<file path="config.mk">
export PLATFORM = sky130hd
export DESIGN_NAME = hue_rotate_pixel
export DESIGN_NICKNAME = d
export VERILOG_FILES = /design/src/design/hrp_pkg.sv /design/src/design/hrp_hsv.sv /design/src/design/hrp_div.sv /design/src/design/hrp_rgb.sv /design/src/design/hue_rotate_pixel.sv
export VERILOG_INCLUDE_DIRS = /design/src /design/src/design
export SDC_FILE = /design/constraint.sdc
export NUM_CORES = 2
export LEC_CHECK = 0
export BUFFER_PORTS_ARGS = -buffer_cell sky130_fd_sc_hd__buf_2
export CELL_PAD_IN_SITES_DETAIL_PLACEMENT = 1
export CELL_PAD_IN_SITES_GLOBAL_PLACEMENT = 1
export CORE_ASPECT_RATIO = 1.2
export CORE_MARGIN = 5
export CORE_UTILIZATION = 26
export DETAILED_ROUTE_END_ITERATION = 10
export HOLD_SLACK_MARGIN = 0.08
export MAX_ROUTING_LAYER = met4
export PLACE_DENSITY = 0.47
export SLEW_MARGIN = 15
export SYNTH_ARGS = -nofsm -noshare
export SYNTH_HDL_FRONTEND = slang
export SYNTH_SLANG_ARGS = --single-unit
</file>
<file path="constraint.sdc">
create_clock -name clock -period 64.8 [get_ports clock]
set_input_delay 16.2 -clock clock [delete_from_list [all_inputs] [get_ports clock]]
set_output_delay 16.2 -clock clock [all_outputs]
set_load 0.005 [all_outputs]
</file>
<file path="src/design/hue_rotate_pixel_macros.svh">
`ifndef HUE_ROTATE_PIXEL_MACROS_SVH
`define HUE_ROTATE_PIXEL_MACROS_SVH

// same-cycle implication on the block clock, quiet during reset
`define HRP_ASSERT_NOW(lbl, ante, cons, msg) \
   lbl: assert property (@(posedge clock) disable iff (reset) (ante) |-> (cons)) else $error(msg);

// next-cycle implication on the block clock, quiet during reset
`define HRP_ASSERT_NEXT(lbl, ante, cons, msg) \
   lbl: assert property (@(posedge clock) disable iff (reset) (ante) |=> (cons)) else $error(msg);

`endif

</file>
<file path="src/design/hrp_pkg.sv">
package hrp_pkg;

   localparam int CHANNEL_BITS = 8;
   localparam int HUE_W        = 15;
   localparam int FIX_BITS     = 16;
   localparam int QUO_W        = FIX_BITS + 1;
   localparam int REM_W        = 12;

   localparam logic [HUE_W-1:0] HUE_SIXTH = 15'd3840;
   localparam logic [HUE_W-1:0] HUE_GREEN = 15'd7680;
   localparam logic [HUE_W-1:0] HUE_BLUE  = 15'd15360;
   localparam logic [HUE_W-1:0] HUE_FULL  = 15'd23040;
   localparam logic [HUE_W:0]   HUE_TWICE = 16'd46080;

   // floor(x * 2^16 / 3840) for x < 3840 is (x * RECIP_15) >> 16
   localparam logic [20:0] RECIP_15 = 21'd1118482;
   localparam logic [FIX_BITS:0] ONE_FIX = 17'd65536;

   typedef enum logic [1:0] {
      BASE_RED,
      BASE_GREEN,
      BASE_BLUE
   } base_type;

   typedef enum logic [2:0] {
      SEC_0,
      SEC_1,
      SEC_2,
      SEC_3,
      SEC_4,
      SEC_5
   } sector_type;

   typedef struct packed {
      logic     grey;
      base_type base;
      logic     neg;
   } hue_ctrl_type;

endpackage

</file>
<file path="src/design/hrp_hsv.sv">
module hrp_hsv #(
   parameter int CHANNEL_BITS = hrp_pkg::CHANNEL_BITS
) (
   input  logic                                       clock,
   input  logic                                       en,
   input  logic [CHANNEL_BITS-1:0]                    red,
   input  logic [CHANNEL_BITS-1:0]                    green,
   input  logic [CHANNEL_BITS-1:0]                    blue,
   input  logic [CHANNEL_BITS-1:0]                    alpha,
   output logic [CHANNEL_BITS-1:0]                    v_ff,
   output logic [CHANNEL_BITS-1:0]                    alpha_ff,
   output hrp_pkg::hue_ctrl_type                      ctrl_ff,
   output logic [CHANNEL_BITS+hrp_pkg::FIX_BITS-1:0]  s_num_ff,
   output logic [CHANNEL_BITS-1:0]                    s_den_ff,
   output logic [CHANNEL_BITS+hrp_pkg::FIX_BITS-1:0]  h_num_ff,
   output logic [CHANNEL_BITS-1:0]                    h_den_ff
);

   localparam int NUM_W = CHANNEL_BITS + hrp_pkg::FIX_BITS;

   logic [CHANNEL_BITS-1:0] mx, mn, delta, ha, hb, dmag;
   hrp_pkg::hue_ctrl_type   ctrl_in;

   always_comb begin
      mx = red;
      mn = red;
      if (green > mx) mx = green;
      if (blue > mx) mx = blue;
      if (green < mn) mn = green;
      if (blue < mn) mn = blue;
      delta = mx - mn;
      // ties go to red, then green
      if (red == mx) begin
         ctrl_in.base = hrp_pkg::BASE_RED;
         ha = green;
         hb = blue;
      end else if (green == mx) begin
         ctrl_in.base = hrp_pkg::BASE_GREEN;
         ha = blue;
         hb = red;
      end else begin
         ctrl_in.base = hrp_pkg::BASE_BLUE;
         ha = red;
         hb = green;
      end
      ctrl_in.neg  = ha < hb;
      ctrl_in.grey = delta == '0;
      dmag = ctrl_in.neg ? hb - ha : ha - hb;
   end

   always_ff @(posedge clock) begin
      if (en) begin
         v_ff     <= mx;
         alpha_ff <= alpha;
         ctrl_ff  <= ctrl_in;
         s_num_ff <= {delta, {hrp_pkg::FIX_BITS{1'b0}}};
         // 3840 * d as 4096 * d - 256 * d
         h_num_ff <= (NUM_W'(dmag) << 12) - (NUM_W'(dmag) << 8);
         s_den_ff <= ctrl_in.grey ? CHANNEL_BITS'(1) : mx;
         h_den_ff <= ctrl_in.grey ? CHANNEL_BITS'(1) : delta;
      end
   end

endmodule

</file>
<file path="src/design/hrp_div.sv">
module hrp_div #(
   parameter int DEN_W = hrp_pkg::CHANNEL_BITS,
   parameter int QUO_W = hrp_pkg::QUO_W
) (
   input  logic                     clock,
   input  logic                     en,
   input  logic [DEN_W+QUO_W-2:0]   num,
   input  logic [DEN_W-1:0]         den,
   output logic [QUO_W-1:0]         quo
);

   // dividend top bits start as the partial remainder; quotient must fit QUO_W
   localparam int NUM_W = DEN_W + QUO_W - 1;

   logic [DEN_W-1:0] rem_ff [QUO_W];
   logic [DEN_W-1:0] den_ff [QUO_W];
   logic [QUO_W-1:0] low_ff [QUO_W];
   logic [QUO_W-1:0] quo_ff [QUO_W];

   for (genvar i = 0; i < QUO_W; i++) begin : g_step
      logic [DEN_W-1:0] rem_prev, den_prev;
      logic [QUO_W-1:0] low_prev, quo_prev;
      logic [DEN_W:0]   trial;
      logic             fit;

      if (i == 0) begin : g_first
         assign rem_prev = {1'b0, num[NUM_W-1:QUO_W]};
         assign den_prev = den;
         assign low_prev = num[QUO_W-1:0];
         assign quo_prev = '0;
      end else begin : g_next
         assign rem_prev = rem_ff[i-1];
         assign den_prev = den_ff[i-1];
         assign low_prev = low_ff[i-1];
         assign quo_prev = quo_ff[i-1];
      end

      assign trial = {rem_prev, low_prev[QUO_W-1]};
      assign fit   = trial >= {1'b0, den_prev};

      always_ff @(posedge clock) begin
         if (en) begin
            rem_ff[i] <= fit ? DEN_W'(trial - {1'b0, den_prev}) : trial[DEN_W-1:0];
            den_ff[i] <= den_prev;
            low_ff[i] <= {low_prev[QUO_W-2:0], 1'b0};
            quo_ff[i] <= {quo_prev[QUO_W-2:0], fit};
         end
      end
   end

   assign quo = quo_ff[QUO_W-1];

endmodule

</file>
<file path="src/design/hrp_rgb.sv">
module hrp_rgb #(
   parameter int CHANNEL_BITS = hrp_pkg::CHANNEL_BITS
) (
   input  logic                          clock,
   input  logic                          en,
   input  logic [hrp_pkg::HUE_W-1:0]     hue_offset,
   input  logic [CHANNEL_BITS-1:0]       v,
   input  logic [CHANNEL_BITS-1:0]       alpha,
   input  hrp_pkg::hue_ctrl_type         ctrl,
   input  logic [hrp_pkg::QUO_W-1:0]     s_quo,
   input  logic [hrp_pkg::QUO_W-1:0]     h_quo,
   output logic [CHANNEL_BITS-1:0]       red_ff,
   output logic [CHANNEL_BITS-1:0]       green_ff,
   output logic [CHANNEL_BITS-1:0]       blue_ff,
   output logic [CHANNEL_BITS-1:0]       alpha_ff
);

   localparam int HW = hrp_pkg::HUE_W;
   localparam int FB = hrp_pkg::FIX_BITS;
   localparam int PW = CHANNEL_BITS + FB + 1;

   // hue wrap stage
   logic [HW:0]             hsum;
   logic [HW-1:0]           hbase, mag, hue_in;
   logic [HW-1:0]           hue_ff;
   logic [CHANNEL_BITS-1:0] v1_ff, a1_ff;
   logic                    g1_ff;
   logic [FB:0]             s1_ff;

   always_comb begin
      mag = HW'(h_quo);
      case (ctrl.base)
         hrp_pkg::BASE_GREEN: hbase = ctrl.neg ? hrp_pkg::HUE_GREEN - mag
                                               : hrp_pkg::HUE_GREEN + mag;
         hrp_pkg::BASE_BLUE:  hbase = ctrl.neg ? hrp_pkg::HUE_BLUE - mag
                                               : hrp_pkg::HUE_BLUE + mag;
         default:             hbase = ctrl.neg ? hrp_pkg::HUE_FULL - mag : mag;
      endcase
      if (ctrl.grey) hbase = '0;
      hsum = {1'b0, hbase} + {1'b0, hue_offset};
      if (hsum >= hrp_pkg::HUE_TWICE)
         hue_in = HW'(hsum - hrp_pkg::HUE_TWICE);
      else if (hsum >= {1'b0, hrp_pkg::HUE_FULL})
         hue_in = HW'(hsum - {1'b0, hrp_pkg::HUE_FULL});
      else
         hue_in = hsum[HW-1:0];
   end

   always_ff @(posedge clock) begin
      if (en) begin
         hue_ff <= hue_in;
         v1_ff  <= v;
         a1_ff  <= alpha;
         g1_ff  <= ctrl.grey;
         s1_ff  <= s_quo;
      end
   end

   // sector split stage
   hrp_pkg::sector_type         sec_in, sec2_ff;
   logic [hrp_pkg::REM_W-1:0]   rem_in, rem2_ff;
   logic [HW-1:0]               sec_base;
   logic [CHANNEL_BITS-1:0]     v2_ff, a2_ff;
   logic                        g2_ff;
   logic [FB:0]                 s2_ff;

   always_comb begin
      if (hue_ff >= 5 * hrp_pkg::HUE_SIXTH) begin
         sec_in = hrp_pkg::SEC_5;
         sec_base = HW'(5 * hrp_pkg::HUE_SIXTH);
      end else if (hue_ff >= 4 * hrp_pkg::HUE_SIXTH) begin
         sec_in = hrp_pkg::SEC_4;
         sec_base = HW'(4 * hrp_pkg::HUE_SIXTH);
      end else if (hue_ff >= 3 * hrp_pkg::HUE_SIXTH) begin
         sec_in = hrp_pkg::SEC_3;
         sec_base = HW'(3 * hrp_pkg::HUE_SIXTH);
      end else if (hue_ff >= 2 * hrp_pkg::HUE_SIXTH) begin
         sec_in = hrp_pkg::SEC_2;
         sec_base = HW'(2 * hrp_pkg::HUE_SIXTH);
      end else if (hue_ff >= hrp_pkg::HUE_SIXTH) begin
         sec_in = hrp_pkg::SEC_1;
         sec_base = hrp_pkg::HUE_SIXTH;
      end else begin
         sec_in = hrp_pkg::SEC_0;
         sec_base = '0;
      end
      rem_in = hrp_pkg::REM_W'(hue_ff - sec_base);
   end

   always_ff @(posedge clock) begin
      if (en) begin
         sec2_ff <= sec_in;
         rem2_ff <= rem_in;
         v2_ff   <= v1_ff;
         a2_ff   <= a1_ff;
         g2_ff   <= g1_ff;
         s2_ff   <= s1_ff;
      end
   end

   // fraction stage
   logic [32:0]                 frac_prod;
   logic [FB-1:0]               frac3_ff;
   hrp_pkg::sector_type         sec3_ff;
   logic [CHANNEL_BITS-1:0]     v3_ff, a3_ff;
   logic                        g3_ff;
   logic [FB:0]                 s3_ff;

   assign frac_prod = 33'(rem2_ff) * 33'(hrp_pkg::RECIP_15);

   always_ff @(posedge clock) begin
      if (en) begin
         frac3_ff <= frac_prod[FB+FB-1:FB];
         sec3_ff  <= sec2_ff;
         v3_ff    <= v2_ff;
         a3_ff    <= a2_ff;
         g3_ff    <= g2_ff;
         s3_ff    <= s2_ff;
      end
   end

   // saturation scaling stage
   logic [2*FB+1:0]             sf_prod, sq_prod;
   logic [FB:0]                 fo4_ff, fp4_ff, fq4_ff;
   hrp_pkg::sector_type         sec4_ff;
   logic [CHANNEL_BITS-1:0]     v4_ff, a4_ff;
   logic                        g4_ff;

   assign sf_prod = (2*FB+2)'(s3_ff) * (2*FB+2)'(frac3_ff);
   assign sq_prod = (2*FB+2)'(s3_ff) * (2*FB+2)'(hrp_pkg::ONE_FIX - {1'b0, frac3_ff});

   always_ff @(posedge clock) begin
      if (en) begin
         fo4_ff  <= hrp_pkg::ONE_FIX - s3_ff;
         fp4_ff  <= hrp_pkg::ONE_FIX - sf_prod[2*FB:FB];
         fq4_ff  <= hrp_pkg::ONE_FIX - sq_prod[2*FB:FB];
         sec4_ff <= sec3_ff;
         v4_ff   <= v3_ff;
         a4_ff   <= a3_ff;
         g4_ff   <= g3_ff;
      end
   end

   // value products stage
   logic [PW-1:0]               po5_ff, pp5_ff, pq5_ff;
   hrp_pkg::sector_type         sec5_ff;
   logic [CHANNEL_BITS-1:0]     v5_ff, a5_ff;
   logic                        g5_ff;

   always_ff @(posedge clock) begin
      if (en) begin
         po5_ff  <= PW'(v4_ff) * PW'(fo4_ff);
         pp5_ff  <= PW'(v4_ff) * PW'(fp4_ff);
         pq5_ff  <= PW'(v4_ff) * PW'(fq4_ff);
         sec5_ff <= sec4_ff;
         v5_ff   <= v4_ff;
         a5_ff   <= a4_ff;
         g5_ff   <= g4_ff;
      end
   end

   // rounding and sector select into the output register
   logic [PW-1:0]           ro_sum, rp_sum, rq_sum;
   logic [CHANNEL_BITS-1:0] ch_o, ch_p, ch_q;
   logic [CHANNEL_BITS-1:0] red_in, green_in, blue_in;

   always_comb begin
      ro_sum = po5_ff + PW'(1 << (FB - 1));
      rp_sum = pp5_ff + PW'(1 << (FB - 1));
      rq_sum = pq5_ff + PW'(1 << (FB - 1));
      ch_o = ro_sum[FB+CHANNEL_BITS-1:FB];
      ch_p = rp_sum[FB+CHANNEL_BITS-1:FB];
      ch_q = rq_sum[FB+CHANNEL_BITS-1:FB];
      case (sec5_ff)
         hrp_pkg::SEC_1: begin red_in = ch_p;  green_in = v5_ff; blue_in = ch_o;  end
         hrp_pkg::SEC_2: begin red_in = ch_o;  green_in = v5_ff; blue_in = ch_q;  end
         hrp_pkg::SEC_3: begin red_in = ch_o;  green_in = ch_p;  blue_in = v5_ff; end
         hrp_pkg::SEC_4: begin red_in = ch_q;  green_in = ch_o;  blue_in = v5_ff; end
         hrp_pkg::SEC_5: begin red_in = v5_ff; green_in = ch_o;  blue_in = ch_p;  end
         default:        begin red_in = v5_ff; green_in = ch_q;  blue_in = ch_o;  end
      endcase
      if (g5_ff) begin
         red_in   = v5_ff;
         green_in = v5_ff;
         blue_in  = v5_ff;
      end
   end

   always_ff @(posedge clock) begin
      if (en) begin
         red_ff   <= red_in;
         green_ff <= green_in;
         blue_ff  <= blue_in;
         alpha_ff <= a5_ff;
      end
   end

endmodule

</file>
<file path="src/design/hue_rotate_pixel.sv">
// channel  | direction | handshake            | payload
// req      | in        | req_valid/req_stall  | red, green, blue, alpha in
// rsp      | out       | rsp_valid/rsp_stall  | red, green, blue, alpha out
// csr      | in        | csr_wr_en            | hue_offset
//
// one pixel per clock while not stalled; the pipeline is the 17 one-bit stages of
// the saturation and hue dividers plus one front stage and six back stages
// reset clears every valid bit and the hue offset; data registers are not reset
// a stalled result holds the whole pipeline; req_stall = rsp_valid && rsp_stall
module hue_rotate_pixel #(
   parameter int CHANNEL_BITS = hrp_pkg::CHANNEL_BITS
) (
   input  logic                          clock,
   input  logic                          reset,
   input  logic                          req_valid,
   output logic                          req_stall,
   input  logic [CHANNEL_BITS-1:0]       req_red_in,
   input  logic [CHANNEL_BITS-1:0]       req_green_in,
   input  logic [CHANNEL_BITS-1:0]       req_blue_in,
   input  logic [CHANNEL_BITS-1:0]       req_alpha_in,
   output logic                          rsp_valid,
   input  logic                          rsp_stall,
   output logic [CHANNEL_BITS-1:0]       rsp_red_out,
   output logic [CHANNEL_BITS-1:0]       rsp_green_out,
   output logic [CHANNEL_BITS-1:0]       rsp_blue_out,
   output logic [CHANNEL_BITS-1:0]       rsp_alpha_out,
   input  logic                          csr_wr_en,
   input  logic [hrp_pkg::HUE_W-1:0]     csr_wr_data
);

   `include "hue_rotate_pixel_macros.svh"

   localparam int QW     = hrp_pkg::QUO_W;
   localparam int STAGES = QW + 7;
   localparam int NUM_W  = CHANNEL_BITS + hrp_pkg::FIX_BITS;

   logic [STAGES-1:0]            vld_ff;
   logic                         en;
   logic [hrp_pkg::HUE_W-1:0]    offset_ff;

   assign en        = !vld_ff[STAGES-1] || !rsp_stall;
   assign req_stall = !en;
   assign rsp_valid = vld_ff[STAGES-1];

   always_ff @(posedge clock) begin
      if (reset) begin
         vld_ff <= '0;
      end else if (en) begin
         vld_ff <= {vld_ff[STAGES-2:0], req_valid};
      end
   end

   always_ff @(posedge clock) begin
      if (reset) begin
         offset_ff <= '0;
      end else if (csr_wr_en) begin
         offset_ff <= csr_wr_data;
      end
   end

   logic [CHANNEL_BITS-1:0]  v0, a0;
   hrp_pkg::hue_ctrl_type    ctrl0;
   logic [NUM_W-1:0]         s_num, h_num;
   logic [CHANNEL_BITS-1:0]  s_den, h_den;
   logic [QW-1:0]            s_quo, h_quo;

   hrp_hsv #(.CHANNEL_BITS(CHANNEL_BITS)) u_hsv (
      .clock    (clock),
      .en       (en),
      .red      (req_red_in),
      .green    (req_green_in),
      .blue     (req_blue_in),
      .alpha    (req_alpha_in),
      .v_ff     (v0),
      .alpha_ff (a0),
      .ctrl_ff  (ctrl0),
      .s_num_ff (s_num),
      .s_den_ff (s_den),
      .h_num_ff (h_num),
      .h_den_ff (h_den)
   );

   hrp_div #(.DEN_W(CHANNEL_BITS), .QUO_W(QW)) u_sat_div (
      .clock (clock),
      .en    (en),
      .num   (s_num),
      .den   (s_den),
      .quo   (s_quo)
   );

   hrp_div #(.DEN_W(CHANNEL_BITS), .QUO_W(QW)) u_hue_div (
      .clock (clock),
      .en    (en),
      .num   (h_num),
      .den   (h_den),
      .quo   (h_quo)
   );

   // pixel side data rides alongside the dividers
   logic [CHANNEL_BITS-1:0]  v_dly_ff    [QW];
   logic [CHANNEL_BITS-1:0]  a_dly_ff    [QW];
   hrp_pkg::hue_ctrl_type    ctrl_dly_ff [QW];

   always_ff @(posedge clock) begin
      if (en) begin
         v_dly_ff[0]    <= v0;
         a_dly_ff[0]    <= a0;
         ctrl_dly_ff[0] <= ctrl0;
         for (int i = 1; i < QW; i++) begin
            v_dly_ff[i]    <= v_dly_ff[i-1];
            a_dly_ff[i]    <= a_dly_ff[i-1];
            ctrl_dly_ff[i] <= ctrl_dly_ff[i-1];
         end
      end
   end

   hrp_rgb #(.CHANNEL_BITS(CHANNEL_BITS)) u_rgb (
      .clock      (clock),
      .en         (en),
      .hue_offset (offset_ff),
      .v          (v_dly_ff[QW-1]),
      .alpha      (a_dly_ff[QW-1]),
      .ctrl       (ctrl_dly_ff[QW-1]),
      .s_quo      (s_quo),
      .h_quo      (h_quo),
      .red_ff     (rsp_red_out),
      .green_ff   (rsp_green_out),
      .blue_ff    (rsp_blue_out),
      .alpha_ff   (rsp_alpha_out)
   );

   `HRP_ASSERT_NEXT(a_stall_freezes_pipe, rsp_valid && rsp_stall, $stable(vld_ff),
                    "pipeline moved while the result was stalled")
   `HRP_ASSERT_NEXT(a_last_stage_drains, en && vld_ff[STAGES-2], rsp_valid,
                    "item lost before the output register")
   `HRP_ASSERT_NOW(a_empty_pipe_ready, vld_ff == '0, !rsp_valid && !req_stall,
                   "empty pipeline not accepting")

endmodule
</file>
Word-level counts from Yosys, hierarchy flattened
Memories as Yosys holds them, arrays and structs flattened. A register that Yosys moved wholly into a read port is not among the register bits.
Index checks and enable logic that the tools add are counted.
Widths: inputs -> output; s select.

operators by class
  reductions and logical operators = 10
  $add $sub $neg = 54
  eq/ne operators = 9
  magnitude comparators = 46
  $mul = 6
  mux-type cells = 68

operator list
  operator                count
  $mux 8                  46
  $sub 8x8->8             37
  $ge 9x8->1              32
  $mux 15                 6
  $add 24x16->24 const B  3
  $mul 8x17->24           3
  $pmux 8 s3              3
  $mux 12                 5
  $sub 17x17->17 const A  3
  $mul 17x34->33          1
  $mul 17x16->33          1
  $mul 12x20->31 const B  1
  $ge 15x14->1 const B    2
  $pmux 15 s2             1
  $lt 8x8->1              3
  $sub 20x16->21          1
  $sub 17x16->18 const A  1
  $add 15x15->16          1
  $eq 8x8->1              2
  $ge 16x15->1 const B    1
  $ge 16x16->1 const B    1
  $ge 8x8->1              2
  $gt 8x8->1              2
  $add 13x15->15 const A  1
  other kinds (22)        34

word-level totals
  logic and storage cells = 248
  output and inout port bits = 34
  RAM bits = 2006
  register bits after elaboration = 420
  input port bits = 52
  memories kept = 11

memory list
  memory            words  width  read ports  clocked after Yosys merged registers in  write ports  RTL line                 text
  u_hue_div.quo_ff  17     17     17          0                                        17           hrp_div.sv:18            logic [QUO_W-1:0] quo_ff [QUO_W];
  u_sat_div.quo_ff  17     17     17          1                                        17           hrp_div.sv:18
  u_hue_div.low_ff  17     16     16          0                                        17           hrp_div.sv:17            logic [QUO_W-1:0] low_ff [QUO_W];
  u_sat_div.low_ff  17     16     16          0                                        17           hrp_div.sv:17
  a_dly_ff          17     8      17          1                                        17           hue_rotate_pixel.sv:101  logic [CHANNEL_BITS-1:0] a_dly_ff [QW];
  u_hue_div.den_ff  17     8      16          0                                        17           hrp_div.sv:16            logic [DEN_W-1:0] den_ff [QUO_W];
  +5 memories       n/a    n/a    n/a         n/a                                      n/a          n/a

Depth between registers and ports, before layout
  depth after elaboration = 10
  gate-level depth with buffers = 45
  gate-level depth less buffers = 38

Modules after synthesis
Synthesis repeated with hierarchy kept, for this count alone.

unflattened totals
  cells, all modules = 8896
  area total of the unflattened synthesis = 109357.4 um^2

by module, submodules not included
  module                area an instance (um^2)  cells each  times used
  hrp_rgb               44146.1                  4558        1
  hrp_div at u_hue_div  24131.9                  1629        1
  hrp_div at u_sat_div  23929.2                  1628        1
  hue_rotate_pixel      11692.5                  469         1
  hrp_hsv               5457.7                   612         1

Worst setup path before layout
No wires, ideal clock.

  path type = input to register
  start = input port rsp_stall
  end = memory a_dly_ff[0][0], enable pin
  stages on the path = 2
  buffers on the path = 1
  data arrival time = 57313 ps
  path slack = 5013 ps
  path through = nand2_1 -> clkbuf_1

RTL lines
  what         RTL line                 text
  from (decl)  hue_rotate_pixel.sv:22   input logic rsp_stall,
  to (decl)    hue_rotate_pixel.sv:101

Worst setup path after layout
  start = input port rsp_stall
  end = output port req_stall

on the way
  cells in the longest elaborated chain, start to end = 3

RTL lines
  what              RTL line                text
  $logic_not 1->1   hue_rotate_pixel.sv:41  assign en = !vld_ff[STAGES-1] || !rsp_stall;
  $logic_or 1x1->1  hue_rotate_pixel.sv:41
  $logic_not 1->1   hue_rotate_pixel.sv:42  assign req_stall = !en;
  to (decl)         hue_rotate_pixel.sv:16  output logic req_stall,

Every way passes these cells.

==> impl_metrics.toml <==
[final_layout]
final_util_pct = 29.4
ff_latch_area_sq_um = 46400
finalInstanceArea_sq_um = 110000
areaGrowthSynthToFinish_pct = 12.4
fill_cells = 41000
drive_above_1_share_pct = 5.68
multiInputGateArea_sq_um = 45900
layout.nets = 9936

[synth]
yosysTopAreaCell = "edfxtp_1"
ys_types = 92
synthMuxAreaShare_pct = 0.983
synth_top_family_by_area = "adder cells"
synthTopCellsByCount = "1519 x edfxtp_1, 1233 x inv_1, 901 x nand2_1, 743 x fa_1, 736 x ha_1"
synth.avg_cell_area_sq_um = 11.8
yosys_warnings = 0
yosysMostFrequentCell = "edfxtp_1"
synth-compound-area-share_pct = 7.15
async_reset_ff_share_pct = 0
synth_seq_area_share_pct = 47.4
synth_cells = 8331
syn_nets = 9862
syn_area_sq_um = 97900
synth-simple-area-share_pct = 11.1
synth-xor-area-share_pct = 2.91
synth_edf_count = 1519
synth_ff_type = "edfxtp_1"
yosys.area.top_type_share_pct = 46.6
yosys-top-cells-area = "edfxtp_1 47%, fa_1 15%, ha_1 9.4%"
synth-seq-cells = 1558
synth_fa_ha_area_share_pct = 24.6

[critical_path]
reg2reg_depth = 31
required_ps = 48600
cp_num_cells = 4
crit_path_frequent_cell = "buf_2"
critPathTopFamily = "buffers and inverters"
crit_path_end_kind = "output port"
start_kind = "primary input"
worstSetupPathType = "in -> out"
worst-path-max-fanout = 52
slowest_stage = "nand2_4"
cp_num_buf_inv = 3
arrival_ps = 17340
slowest_delay_ps = 450
path_cells = "buf_2, nand2_4, inv_2, buf_2"

[timing]
fin_skew_ps = 119
hold_viol = 0
period_minus_slack_ps = 33540
max_freq_ghz = 0.0298
whs_ps = 298
relSlewSlack_pct = 28.1
tightestPinTransition_ps = 1080
fin_crit_sh_pct = 51.8
rsz0062_at_grt = "no"
setup_viol = 0
slew_viol_final = 0
setup_tns_ps = 0

[detailed_routing]
ant_nets = 0
dr.first_iter.drc_count = 2490
drc = 0
num_vias = 59100
drt_pass1_iterations = 7
wire_per_inst_um = 17.0
vias_per_cell = 4.37
routed_wl_um = 230000

[die]
num_rows = 246
core-area_sq_um = 375000
start_util_pct = 26.1
die_area_sq_um = 389000
die_y_um = 682
die_w_um = 570
io_pins = 86

[grt]
grt_overflow = 0
antenna_found_initial = 9
grt_usage_pct = 12.3
grt_max_degree = 165
grt_pass1_vias = 67300
grt_pass1_wl_um = 374000

[place]
place_congestion = 0.788
post-dp-hpwl_um = 168000
io_buffers = 85
placed_area_sq_um = 104000

[clock_tree]
cts_made_buffers = 180
h-tree-depth = 4
holdBufCountCts = 0
cts_resized = 0
cts_tree = "yes"
clock_sinks = 1558
path_clk_slew_ps = 60
clk_latency_ps = 900
cts_setup_buffers = 0
clock-root-buffer = "clkbuf_16"
clockBufferDepth = 4

[run_status]
outcome = "complete, no violations"

[worst_hold_path]
holdPathStages = 0
hp-class = "reg -> reg"

[job]
maxCapViolCount = 0
[final cells by class]
type / instances / share of cell area [%]
flip-flops and latches: 1558 / 42.2
multi-input cells: 5258 / 41.7
well taps: 4960 / 5.64
clock buffers: 213 / 4.26
inverters: 1236 / 4.22
repair buffers: 171 / 1.02
clock inverters: 110 / 0.987
diodes: 3 / 0.00682
[worst paths after layout]
check | from | endpoint | slack, ps
setup / recovery | rsp_stall | req_stall | 31260
hold / removal | u_rgb.s2_ff[16]$_DFFE_PN_ | u_rgb.s3_ff[16]$_DFFE_PN_ | 300
setup reg to reg | u_rgb.frac3_ff[4]$_DFFE_PN_ | u_rgb.fq4_ff[16]$_DFFE_PN_ | 54380
hold reg to reg | u_rgb.s2_ff[16]$_DFFE_PN_ | u_rgb.s3_ff[16]$_DFFE_PN_ | 300
[cells in the final DEF, fill, tap and decap left out, drive strengths merged, types with 11 or more instances in the layout]
| cell type | synthesis | routed |
|---|---|---|
| edfxtp | 1519 | 1519 |
| inv | 1234 | 1239 |
| nand2 | 901 | 901 |
| fa | 743 | 743 |
| ha | 736 | 736 |
| and2 | 451 | 451 |
| o21ai | 373 | 373 |
| nor2 | 349 | 349 |
| a21oi | 255 | 255 |
| clkbuf | 252 | 213 |
| xnor2 | 178 | 178 |
| buf | 27 | 171 |
| xor2 | 145 | 145 |
| a21o | 131 | 131 |
| nor2b | 116 | 116 |
| nand2b | 97 | 97 |
| mux2i | 86 | 86 |
| clkinv | 2 | 79 |
| nand3 | 71 | 71 |
| o31ai | 70 | 70 |
| nor3 | 61 | 61 |
| nand4 | 61 | 61 |
| or4 | 39 | 39 |
| dfxtp | 39 | 39 |
| a211oi | 34 | 34 |
| o211a | 32 | 32 |
| or3 | 26 | 26 |
| o21a | 24 | 24 |
| nor4 | 21 | 21 |
| o211ai | 21 | 21 |
| o21bai | 20 | 20 |
| o311ai | 20 | 20 |
| and3 | 19 | 19 |
| a31oi | 18 | 18 |
| bufinv | 0 | 16 |
| a21boi | 14 | 14 |
| or2 | 14 | 14 |
| clkinvlp | 0 | 12 |
| a211o | 11 | 11 |
[logic make-up after synthesis]
| kind of cell | after synthesis |
|---|---|
| AND/OR/NAND/NOR | 2249 |
| flip-flops | 1558 |
| AO/OA/AOI/OAI | 1110 |
| buffers and inverters | 1515 |
| XOR/XNOR | 324 |
| multiplexers | 95 |
| adder cells (fa/ha/maj) | 1480 |
[routing by layer]
metal  global-route usage, %  part of all wire (%)  vias up
met4                    3.31                   2.8        0
met1                    14.0                    41    30100
li1                        -                     -    28200
met3                    1.39                   2.4      321
met2                    22.8                    53      496
met5                       -                     0        -
[state kept, by name, summed over array words and instances, names as in the netlist, 12 cells and up]
name / flops
u_rgb.hue_ff: 15
u_rgb.s1_ff: 17
u_sat_div.rem_ff: 128
u_rgb.fq4_ff: 17
vld_ff: 24
u_rgb.rem2_ff: 12
u_hsv.h_num_ff: 13
u_rgb.frac3_ff: 16
u_hue_div.quo_ff: 120
a_dly_ff: 136
u_sat_div.den_ff: 128
u_sat_div.quo_ff: 153
u_rgb.fo4_ff: 17
u_hue_div.rem_ff: 128
u_hue_div.den_ff: 128
ctrl_dly_ff: 68
u_rgb.fp4_ff: 17
v_dly_ff: 136
offset_ff: 15
u_rgb.s3_ff: 17
u_rgb.s2_ff: 17
u_hue_div.low_ff: 36
[through the flow]
stage / setup WS [ps] / std cells
finish: 31260 / 13500
global placement: 31250 / 13200
global route: 31100 / 13500
CTS: 31210 / 13500
floorplan: 5010 / 8331
detailed placement: 31210 / 13200
Power is not shown: default switching activity piles up to over one toggle a cycle in this logic, so the estimate is an artifact.
